[src/sv/utf8v_pkg.sv]
package utf8v_pkg;

  localparam int unsigned CpWidth  = 21;
  localparam int unsigned CfgIdxW  = 2;

  // status codes
  localparam logic [2:0] StOk         = 3'd0;
  localparam logic [2:0] StBadLead    = 3'd1;
  localparam logic [2:0] StBadTrail   = 3'd2;
  localparam logic [2:0] StOverlong   = 3'd3;
  localparam logic [2:0] StTooBig     = 3'd4;
  localparam logic [2:0] StSurrogate  = 3'd5;
  localparam logic [2:0] StRestricted = 3'd6;
  localparam logic [2:0] StIncomplete = 3'd7;

  // configuration register indexes
  localparam logic [CfgIdxW-1:0] CfgMaxCodepoint  = 2'd0;
  localparam logic [CfgIdxW-1:0] CfgRestrictedLow = 2'd1;
  localparam logic [CfgIdxW-1:0] CfgRestrictedHi  = 2'd2;

  localparam logic [CpWidth-1:0] MaxCodepointRst  = 21'h10FFFF;
  localparam logic [CpWidth-1:0] RestrictedLowRst = 21'h1FFFFF;
  localparam logic [CpWidth-1:0] RestrictedHiRst  = 21'h000000;

  // shortest-form limits and the surrogate range
  localparam logic [CpWidth-1:0] Min2Byte   = 21'h00080;
  localparam logic [CpWidth-1:0] Min3Byte   = 21'h00800;
  localparam logic [CpWidth-1:0] Min4Byte   = 21'h10000;
  localparam logic [CpWidth-1:0] SurrLow    = 21'h0D800;
  localparam logic [CpWidth-1:0] SurrHigh   = 21'h0DFFF;

  typedef struct packed {
    logic [7:0] data_byte;
    logic       end_of_text;
  } in_word_t;

  typedef struct packed {
    logic [CpWidth-1:0] code_point;
    logic [2:0]         byte_width;
    logic [2:0]         status;
    logic               text_done;
  } out_word_t;

  typedef struct packed {
    logic [CpWidth-1:0] value_acc;
    logic [1:0]         bytes_left;
    logic [2:0]         seq_width;
    logic               halted;
  } dec_state_t;

  typedef struct packed {
    logic [CpWidth-1:0] max_codepoint;
    logic [CpWidth-1:0] restricted_low;
    logic [CpWidth-1:0] restricted_high;
  } cfg_t;

endpackage

[src/sv/utf8_stream_validator.sv]
// UTF-8 stream validator: takes one byte word per cycle on the input channel
// and returns one result word for each finished, failed or cut-short
// character, carrying the code point, the sequence width, a status code and
// a flag set on a result whose byte carried end_of_text. Sustained rate is
// one byte per clock while the output is not stalled; a byte accepted into
// the input register leaves it only when the output register is free, and
// its result, if any, is then loaded into the output register.
// The decode step between the two registers is combinational; it only
// shifts in six bits and compares against a few constants and the
// configuration values.
// After any error the block drops bytes without results until a byte with
// end_of_text set, which resets the decode state. Configuration writes are
// always accepted and should be made only while no text is in flight.
module utf8_stream_validator (
  input  logic                          clk_i,
  input  logic                          rst_ni,
  input  logic                          in_valid_i,
  output logic                          in_ready_o,
  input  utf8v_pkg::in_word_t           in_data_i,
  output logic                          out_valid_o,
  input  logic                          out_ready_i,
  output utf8v_pkg::out_word_t          out_data_o,
  input  logic                          cfg_valid_i,
  output logic                          cfg_ready_o,
  input  logic [utf8v_pkg::CfgIdxW-1:0] cfg_index_i,
  input  logic [utf8v_pkg::CpWidth-1:0] cfg_data_i
);

  utf8v_pkg::cfg_t       cfg;

  // input register
  logic                  s1_valid_q;
  utf8v_pkg::in_word_t   s1_word_q;

  // running decode state
  utf8v_pkg::dec_state_t state_q;
  utf8v_pkg::dec_state_t state_d;

  // output register
  logic                  out_valid_q;
  logic                  out_valid_d;
  utf8v_pkg::out_word_t  out_word_q;

  logic                  res_valid;
  utf8v_pkg::out_word_t  res_word;
  logic                  out_free;
  logic                  s1_adv;

  utf8v_cfg_regs u_cfg (
    .clk_i       (clk_i),
    .rst_ni      (rst_ni),
    .cfg_valid_i (cfg_valid_i),
    .cfg_ready_o (cfg_ready_o),
    .cfg_index_i (cfg_index_i),
    .cfg_data_i  (cfg_data_i),
    .cfg_o       (cfg)
  );

  utf8v_step u_step (
    .state_i     (state_q),
    .word_i      (s1_word_q),
    .cfg_i       (cfg),
    .state_o     (state_d),
    .res_valid_o (res_valid),
    .res_o       (res_word)
  );

  // the output slot is free when empty or being drained this cycle
  assign out_free   = !out_valid_q || out_ready_i;
  // a byte leaves the input register only if its result has a place to go
  assign s1_adv     = s1_valid_q && out_free;
  assign in_ready_o = !s1_valid_q || out_free;

  assign out_valid_d = s1_adv ? res_valid : (out_valid_q && !out_ready_i);

  always_ff @(posedge clk_i or negedge rst_ni) begin
    if (!rst_ni) begin
      s1_valid_q  <= 1'b0;
      out_valid_q <= 1'b0;
      state_q     <= '0;
    end else begin
      if (in_ready_o) begin
        s1_valid_q <= in_valid_i;
      end
      if (s1_adv) begin
        state_q <= state_d;
      end
      out_valid_q <= out_valid_d;
    end
  end

  // payload registers, no reset needed
  always_ff @(posedge clk_i) begin
    if (in_valid_i && in_ready_o) begin
      s1_word_q <= in_data_i;
    end
    if (s1_adv && res_valid) begin
      out_word_q <= res_word;
    end
  end

  assign out_valid_o = out_valid_q;
  assign out_data_o  = out_word_q;

endmodule

[src/sv/utf8v_cfg_regs.sv]
module utf8v_cfg_regs (
  input  logic                                clk_i,
  input  logic                                rst_ni,
  input  logic                                cfg_valid_i,
  output logic                                cfg_ready_o,
  input  logic [utf8v_pkg::CfgIdxW-1:0]       cfg_index_i,
  input  logic [utf8v_pkg::CpWidth-1:0]       cfg_data_i,
  output utf8v_pkg::cfg_t                     cfg_o
);

  utf8v_pkg::cfg_t cfg_q;

  assign cfg_ready_o = 1'b1;
  assign cfg_o       = cfg_q;

  always_ff @(posedge clk_i or negedge rst_ni) begin
    if (!rst_ni) begin
      cfg_q.max_codepoint   <= utf8v_pkg::MaxCodepointRst;
      cfg_q.restricted_low  <= utf8v_pkg::RestrictedLowRst;
      cfg_q.restricted_high <= utf8v_pkg::RestrictedHiRst;
    end else if (cfg_valid_i) begin
      // unknown indexes are dropped
      if (cfg_index_i == utf8v_pkg::CfgMaxCodepoint) begin
        cfg_q.max_codepoint <= cfg_data_i;
      end
      if (cfg_index_i == utf8v_pkg::CfgRestrictedLow) begin
        cfg_q.restricted_low <= cfg_data_i;
      end
      if (cfg_index_i == utf8v_pkg::CfgRestrictedHi) begin
        cfg_q.restricted_high <= cfg_data_i;
      end
    end
  end

endmodule

[src/sv/utf8v_step.sv]
module utf8v_step (
  input  utf8v_pkg::dec_state_t state_i,
  input  utf8v_pkg::in_word_t   word_i,
  input  utf8v_pkg::cfg_t       cfg_i,
  output utf8v_pkg::dec_state_t state_o,
  output logic                  res_valid_o,
  output utf8v_pkg::out_word_t  res_o
);

  logic [7:0]                  b;
  logic                        eot;
  logic [utf8v_pkg::CpWidth-1:0] acc;
  logic [1:0]                  left;
  logic [2:0]                  width;
  logic [2:0]                  chk;

  assign b   = word_i.data_byte;
  assign eot = word_i.end_of_text;

  // checks on a finished sequence, first failure wins
  always_comb begin
    priority if ((acc < utf8v_pkg::Min2Byte && width >= 3'd2) ||
                 (acc < utf8v_pkg::Min3Byte && width >= 3'd3) ||
                 (acc < utf8v_pkg::Min4Byte && width >= 3'd4)) begin
      chk = utf8v_pkg::StOverlong;
    end else if (acc > cfg_i.max_codepoint) begin
      chk = utf8v_pkg::StTooBig;
    end else if (acc >= utf8v_pkg::SurrLow && acc <= utf8v_pkg::SurrHigh) begin
      chk = utf8v_pkg::StSurrogate;
    end else if (acc >= cfg_i.restricted_low && acc <= cfg_i.restricted_high) begin
      chk = utf8v_pkg::StRestricted;
    end else begin
      chk = utf8v_pkg::StOk;
    end
  end

  always_comb begin
    state_o     = state_i;
    res_valid_o = 1'b0;
    res_o       = '0;
    acc         = state_i.value_acc;
    left        = state_i.bytes_left;
    width       = state_i.seq_width;

    if (state_i.halted) begin
      if (eot) begin
        state_o = '0;
      end
    end else if (state_i.bytes_left == 2'd0 && b[7:6] == 2'b10
                 || state_i.bytes_left == 2'd0 && b[7:3] == 5'b11111) begin
      // bad lead byte
      res_valid_o      = 1'b1;
      res_o.code_point = '0;
      res_o.byte_width = 3'd1;
      res_o.status     = utf8v_pkg::StBadLead;
      res_o.text_done  = eot;
      state_o          = '0;
      state_o.halted   = !eot;
    end else if (state_i.bytes_left != 2'd0 && b[7:6] != 2'b10) begin
      // bad trail byte
      res_valid_o      = 1'b1;
      res_o.code_point = state_i.value_acc;
      res_o.byte_width = state_i.seq_width;
      res_o.status     = utf8v_pkg::StBadTrail;
      res_o.text_done  = eot;
      state_o          = '0;
      state_o.halted   = !eot;
    end else begin
      if (state_i.bytes_left == 2'd0) begin
        priority if (!b[7]) begin
          acc = {13'd0, b};       width = 3'd1; left = 2'd0;
        end else if (!b[5]) begin
          acc = {16'd0, b[4:0]};  width = 3'd2; left = 2'd1;
        end else if (!b[4]) begin
          acc = {17'd0, b[3:0]};  width = 3'd3; left = 2'd2;
        end else begin
          acc = {18'd0, b[2:0]};  width = 3'd4; left = 2'd3;
        end
      end else begin
        acc  = {state_i.value_acc[utf8v_pkg::CpWidth-7:0], b[5:0]};
        left = state_i.bytes_left - 2'd1;
      end

      if (left != 2'd0) begin
        if (eot) begin
          res_valid_o      = 1'b1;
          res_o.code_point = acc;
          res_o.byte_width = width;
          res_o.status     = utf8v_pkg::StIncomplete;
          res_o.text_done  = 1'b1;
          state_o          = '0;
        end else begin
          state_o.value_acc  = acc;
          state_o.bytes_left = left;
          state_o.seq_width  = width;
        end
      end else begin
        res_valid_o      = 1'b1;
        res_o.code_point = acc;
        res_o.byte_width = width;
        res_o.status     = chk;
        res_o.text_done  = eot;
        state_o          = '0;
        state_o.halted   = (chk != utf8v_pkg::StOk) && !eot;
      end
    end
  end

endmodule
[config.mk]
export PLATFORM = sky130hd
export DESIGN_NAME = utf8_stream_validator
export DESIGN_NICKNAME = d
export VERILOG_FILES = /design/src/sv/utf8v_pkg.sv /design/src/sv/utf8_stream_validator.sv /design/src/sv/utf8v_cfg_regs.sv /design/src/sv/utf8v_step.sv
export SDC_FILE = /design/constraint.sdc
export NUM_CORES = 1
export LEC_CHECK = 0
export ABC_AREA = 0
export BUFFER_PORTS_ARGS = -buffer_cell sky130_fd_sc_hd__buf_2
export CORE_UTILIZATION = 45
export CTS_CLUSTER_SIZE = 10
export DETAILED_ROUTE_END_ITERATION = 10
export SETUP_SLACK_MARGIN = 0.2
export SYNTH_ARGS = -nofsm -noshare
export SYNTH_HDL_FRONTEND = slang
export SYNTH_SLANG_ARGS = --single-unit
[constraint.sdc]
create_clock -name clk_i -period 4 [get_ports clk_i]
set_input_delay 0.8 -clock clk_i [delete_from_list [all_inputs] [get_ports clk_i]]
set_output_delay 0.8 -clock clk_i [all_outputs]
set_load 0.05 [all_outputs]
==> flow_metrics.py <==
metrics = {
    "run": {
        "maxCapViolCount": 0,
    },
    "detailed_routing": {
        "drt_wl_total_um": 17800,
        "routedWlPerCell_um": 18.5,
        "final_antenna_net_count": 0,
        "num_vias": 5334,
        "dr.pass1.iters": 5,
        "vias_per_cell": 5.56,
        "drt_iter0_markers": 371,
        "post-route-drc-count": 0,
    },
    "synth": {
        "synthFlopType": "dfrtp_1",
        "netlist_top_cells_count": "66 x nand2_1, 65 x inv_1, 63 x ha_1",
        "synth.most_common_cell": "nand2_1",
        "synthTopCellsByArea": "dfrtp_1 19%, edfxtp_1 15%, dfstp_2 14%",
        "yosysTopAreaCellShare_pct": 18.7,
        "synth_nets": 766,
        "postSynthCellCount": 666,
        "yosysSeqAreaShare_pct": 48.0,
        "ys_ff_latch": 129,
        "async_flop_share_pct": 71.3,
        "synth_area_um2": 7210,
        "synth-edff-count": 37,
        "yosysWarnings": 0,
        "syn_avg_cell_area_um2": 10.8,
        "ys_types": 63,
        "synth_largest_area_cell": "dfrtp_1",
    },
    "global_routing": {
        "antenna_found_initial": 0,
        "grt_pass1_vias": 5319,
        "overflow": 0,
        "grt_max_degree": 84,
        "grt_pass1_wl_um": 28300,
        "grt_use_total_pct": 23.0,
    },
    "die": {
        "die_x_um": 129,
        "ioPinCount": 68,
        "rows": 45,
        "start_util_pct": 46.7,
        "design.core.area_um2": 15400,
        "die_area_um2": 16500,
        "die_h_um": 129,
    },
    "cells_and_area": {
        "fill_cells": 1413,
        "nets": 835,
        "drive_above_1_share_pct": 29.5,
        "final_cells": 959,
        "diodes": 0,
        "area_growth_pct": 16.8,
        "final_util_pct": 54.5,
    },
    "timing": {
        "fin_skew_ps": 6.23,
        "worst_pin_slew_ps": 1210,
        "max_slew_margin_pct": 19.2,
        "setup-tns-final_ps": 0,
        "setup_violations": 0,
        "fmax_mhz": 276,
        "post-route-period-util_pct": 90.6,
        "min_period_ps": 3620,
        "hold_viol": 0,
        "maxSlewViolCount": 0,
        "rsz0062_at_grt": "yes",
        "hold_slack_ps": 502,
    },
    "clocking": {
        "clock_path_buffers": 2,
        "insertion_delay_ps": 420,
        "cts_tree": "yes",
        "cts_hold_buf": 0,
        "cts_made_buffers": 17,
        "clk_pin_slew_ps": 60,
        "cts_root_buf": "clkbuf_16",
        "clock-sinks": 129,
        "htree_levels": 4,
    },
    "placed_design": {
        "dp.final_hpwl_um": 12900,
        "dp.cells": 925,
        "routabilityCongestion": 0.901,
        "io_buffer_count": 66,
    },
    "power_and_ir_drop": {
        "vdd_ir_drop_max_uv": 353,
        "power_density_nw_per_um2": 615,
        "p_leak_nw": 3.89,
    },
    "critical_path": {
        "path_max_fanout": 8,
        "cp.arrival_ps": 3780,
        "critPathKind": "reg2reg",
        "crit_required_ps": 4160,
        "critPathLaunchType": "register",
        "worst_setup_path_end_kind": "register",
    },
    "hold_path": {
        "worstHoldPathType": "reg2reg",
    },
    "outcome": {
        "outcome": "finished clean",
    },
}
-- cell type report --
cell class	instances	area (um2)	area share, %
Clock buffer	17	425	5.06
Inverter	65	244	2.90
Timing Repair Buffer	87	503	5.98
Tap cell	211	264	3.14
Clock inverter	15	134	1.59
Multi-Input combinational cell	435	3380	40.2
Sequential cell	129	3460	41.1
-- power breakdown --
group          switching, W  internal (W)
sequential         0.000157       0.00170
clock              0.000611      0.000857
combinational       0.00123      0.000617
total               0.00200       0.00318
-- critical path: stages, from the launching register on --
cell and delay [ps]:
edfxtp_1 470, and2b_2 260, xnor2_1 130, buf_4 140, or2_2 270, a21oi_1 260
o22a_1 320, ha_1 280, a211oi_1 200, o21ai_0 160, a21oi_1 200, o31ai_1 150
a211oi_1 340, o32ai_1 140
-- registers in the layout (all words and copies together) (netlist names) --
name,count
u_cfg.cfg_o,63
s1_word_q,9
state_q,27
out_data_o,28
out_valid_o,1
s1_valid_q,1
-- path summary, 6_finish.rpt --
path | from | to | slack (ps) | cells past startpoint
worst min register to register | u_cfg.cfg_o[9] | u_cfg.cfg_o[9] | 500 | 1
max in group asynchronous | rst_ni | u_cfg.cfg_o[33] | 2640 | 2
worst max-delay path | s1_word_q[8] | out_data_o[3] | 380 | 13
worst max register to register | s1_word_q[8] | out_data_o[3] | 380 | 13
min in group asynchronous | rst_ni | u_cfg.cfg_o[58] | 570 | 1
worst min-delay path | u_cfg.cfg_o[9] | u_cfg.cfg_o[9] | 500 | 1
-- cell families after synthesis --
| group | share of synthesized area, % |
|---|---|
| AOI/OAI and AO/OA | 17.2 |
| xor gates and xnor gates | 0.122 |
| buffers and inverters | 5.66 |
| adders and majority gates | 10.9 |
| DFF | 48.0 |
| muxes | 7.22 |
| and+or+nand+nor | 10.8 |
| other | 0.0520 |
-- layer usage --
layer	part of all wire, %	global-route usage [%]	vias to the layer above	wire (um)
met5	0	0	-	0
li1	-	-	2568	-
met3	3.7	4.91	25	655
met4	1.8	9.07	0	327
met2	48	36.8	140	8490
met1	47	30.4	2601	8290
-- repair_timing --
item,in CTS,in global routing
gates resized for setup,1,6
buffers inserted,0,2
setup endpoints to repair,1,3
pin swaps,0,5
-- per-stage QoR --
stage	power [W]	setup slack, ps	cell area [um2]
after global routing	0.00546	139	8420
after detailed placement	0.00370	198	7800
after global placement	0.00366	369	7800
final	0.00517	376	8420
after floorplan	0.00314	418	7210
after CTS	0.00518	284	8370
-- layout by cell type (no fill, tap or decap), drive strengths merged, types with 10 or more instances in the layout --
cell     n
edfxtp  37
ha      63
inv     69
nor2    15
dfstp   38
a21oi   36
nand2   66
mux2    45
clkbuf  17
nand3   13
buf     87
o21ai   38
nor3    10
dfrtp   54
a22o    46
No activity file was read; power rests on OpenSTA's default activity.
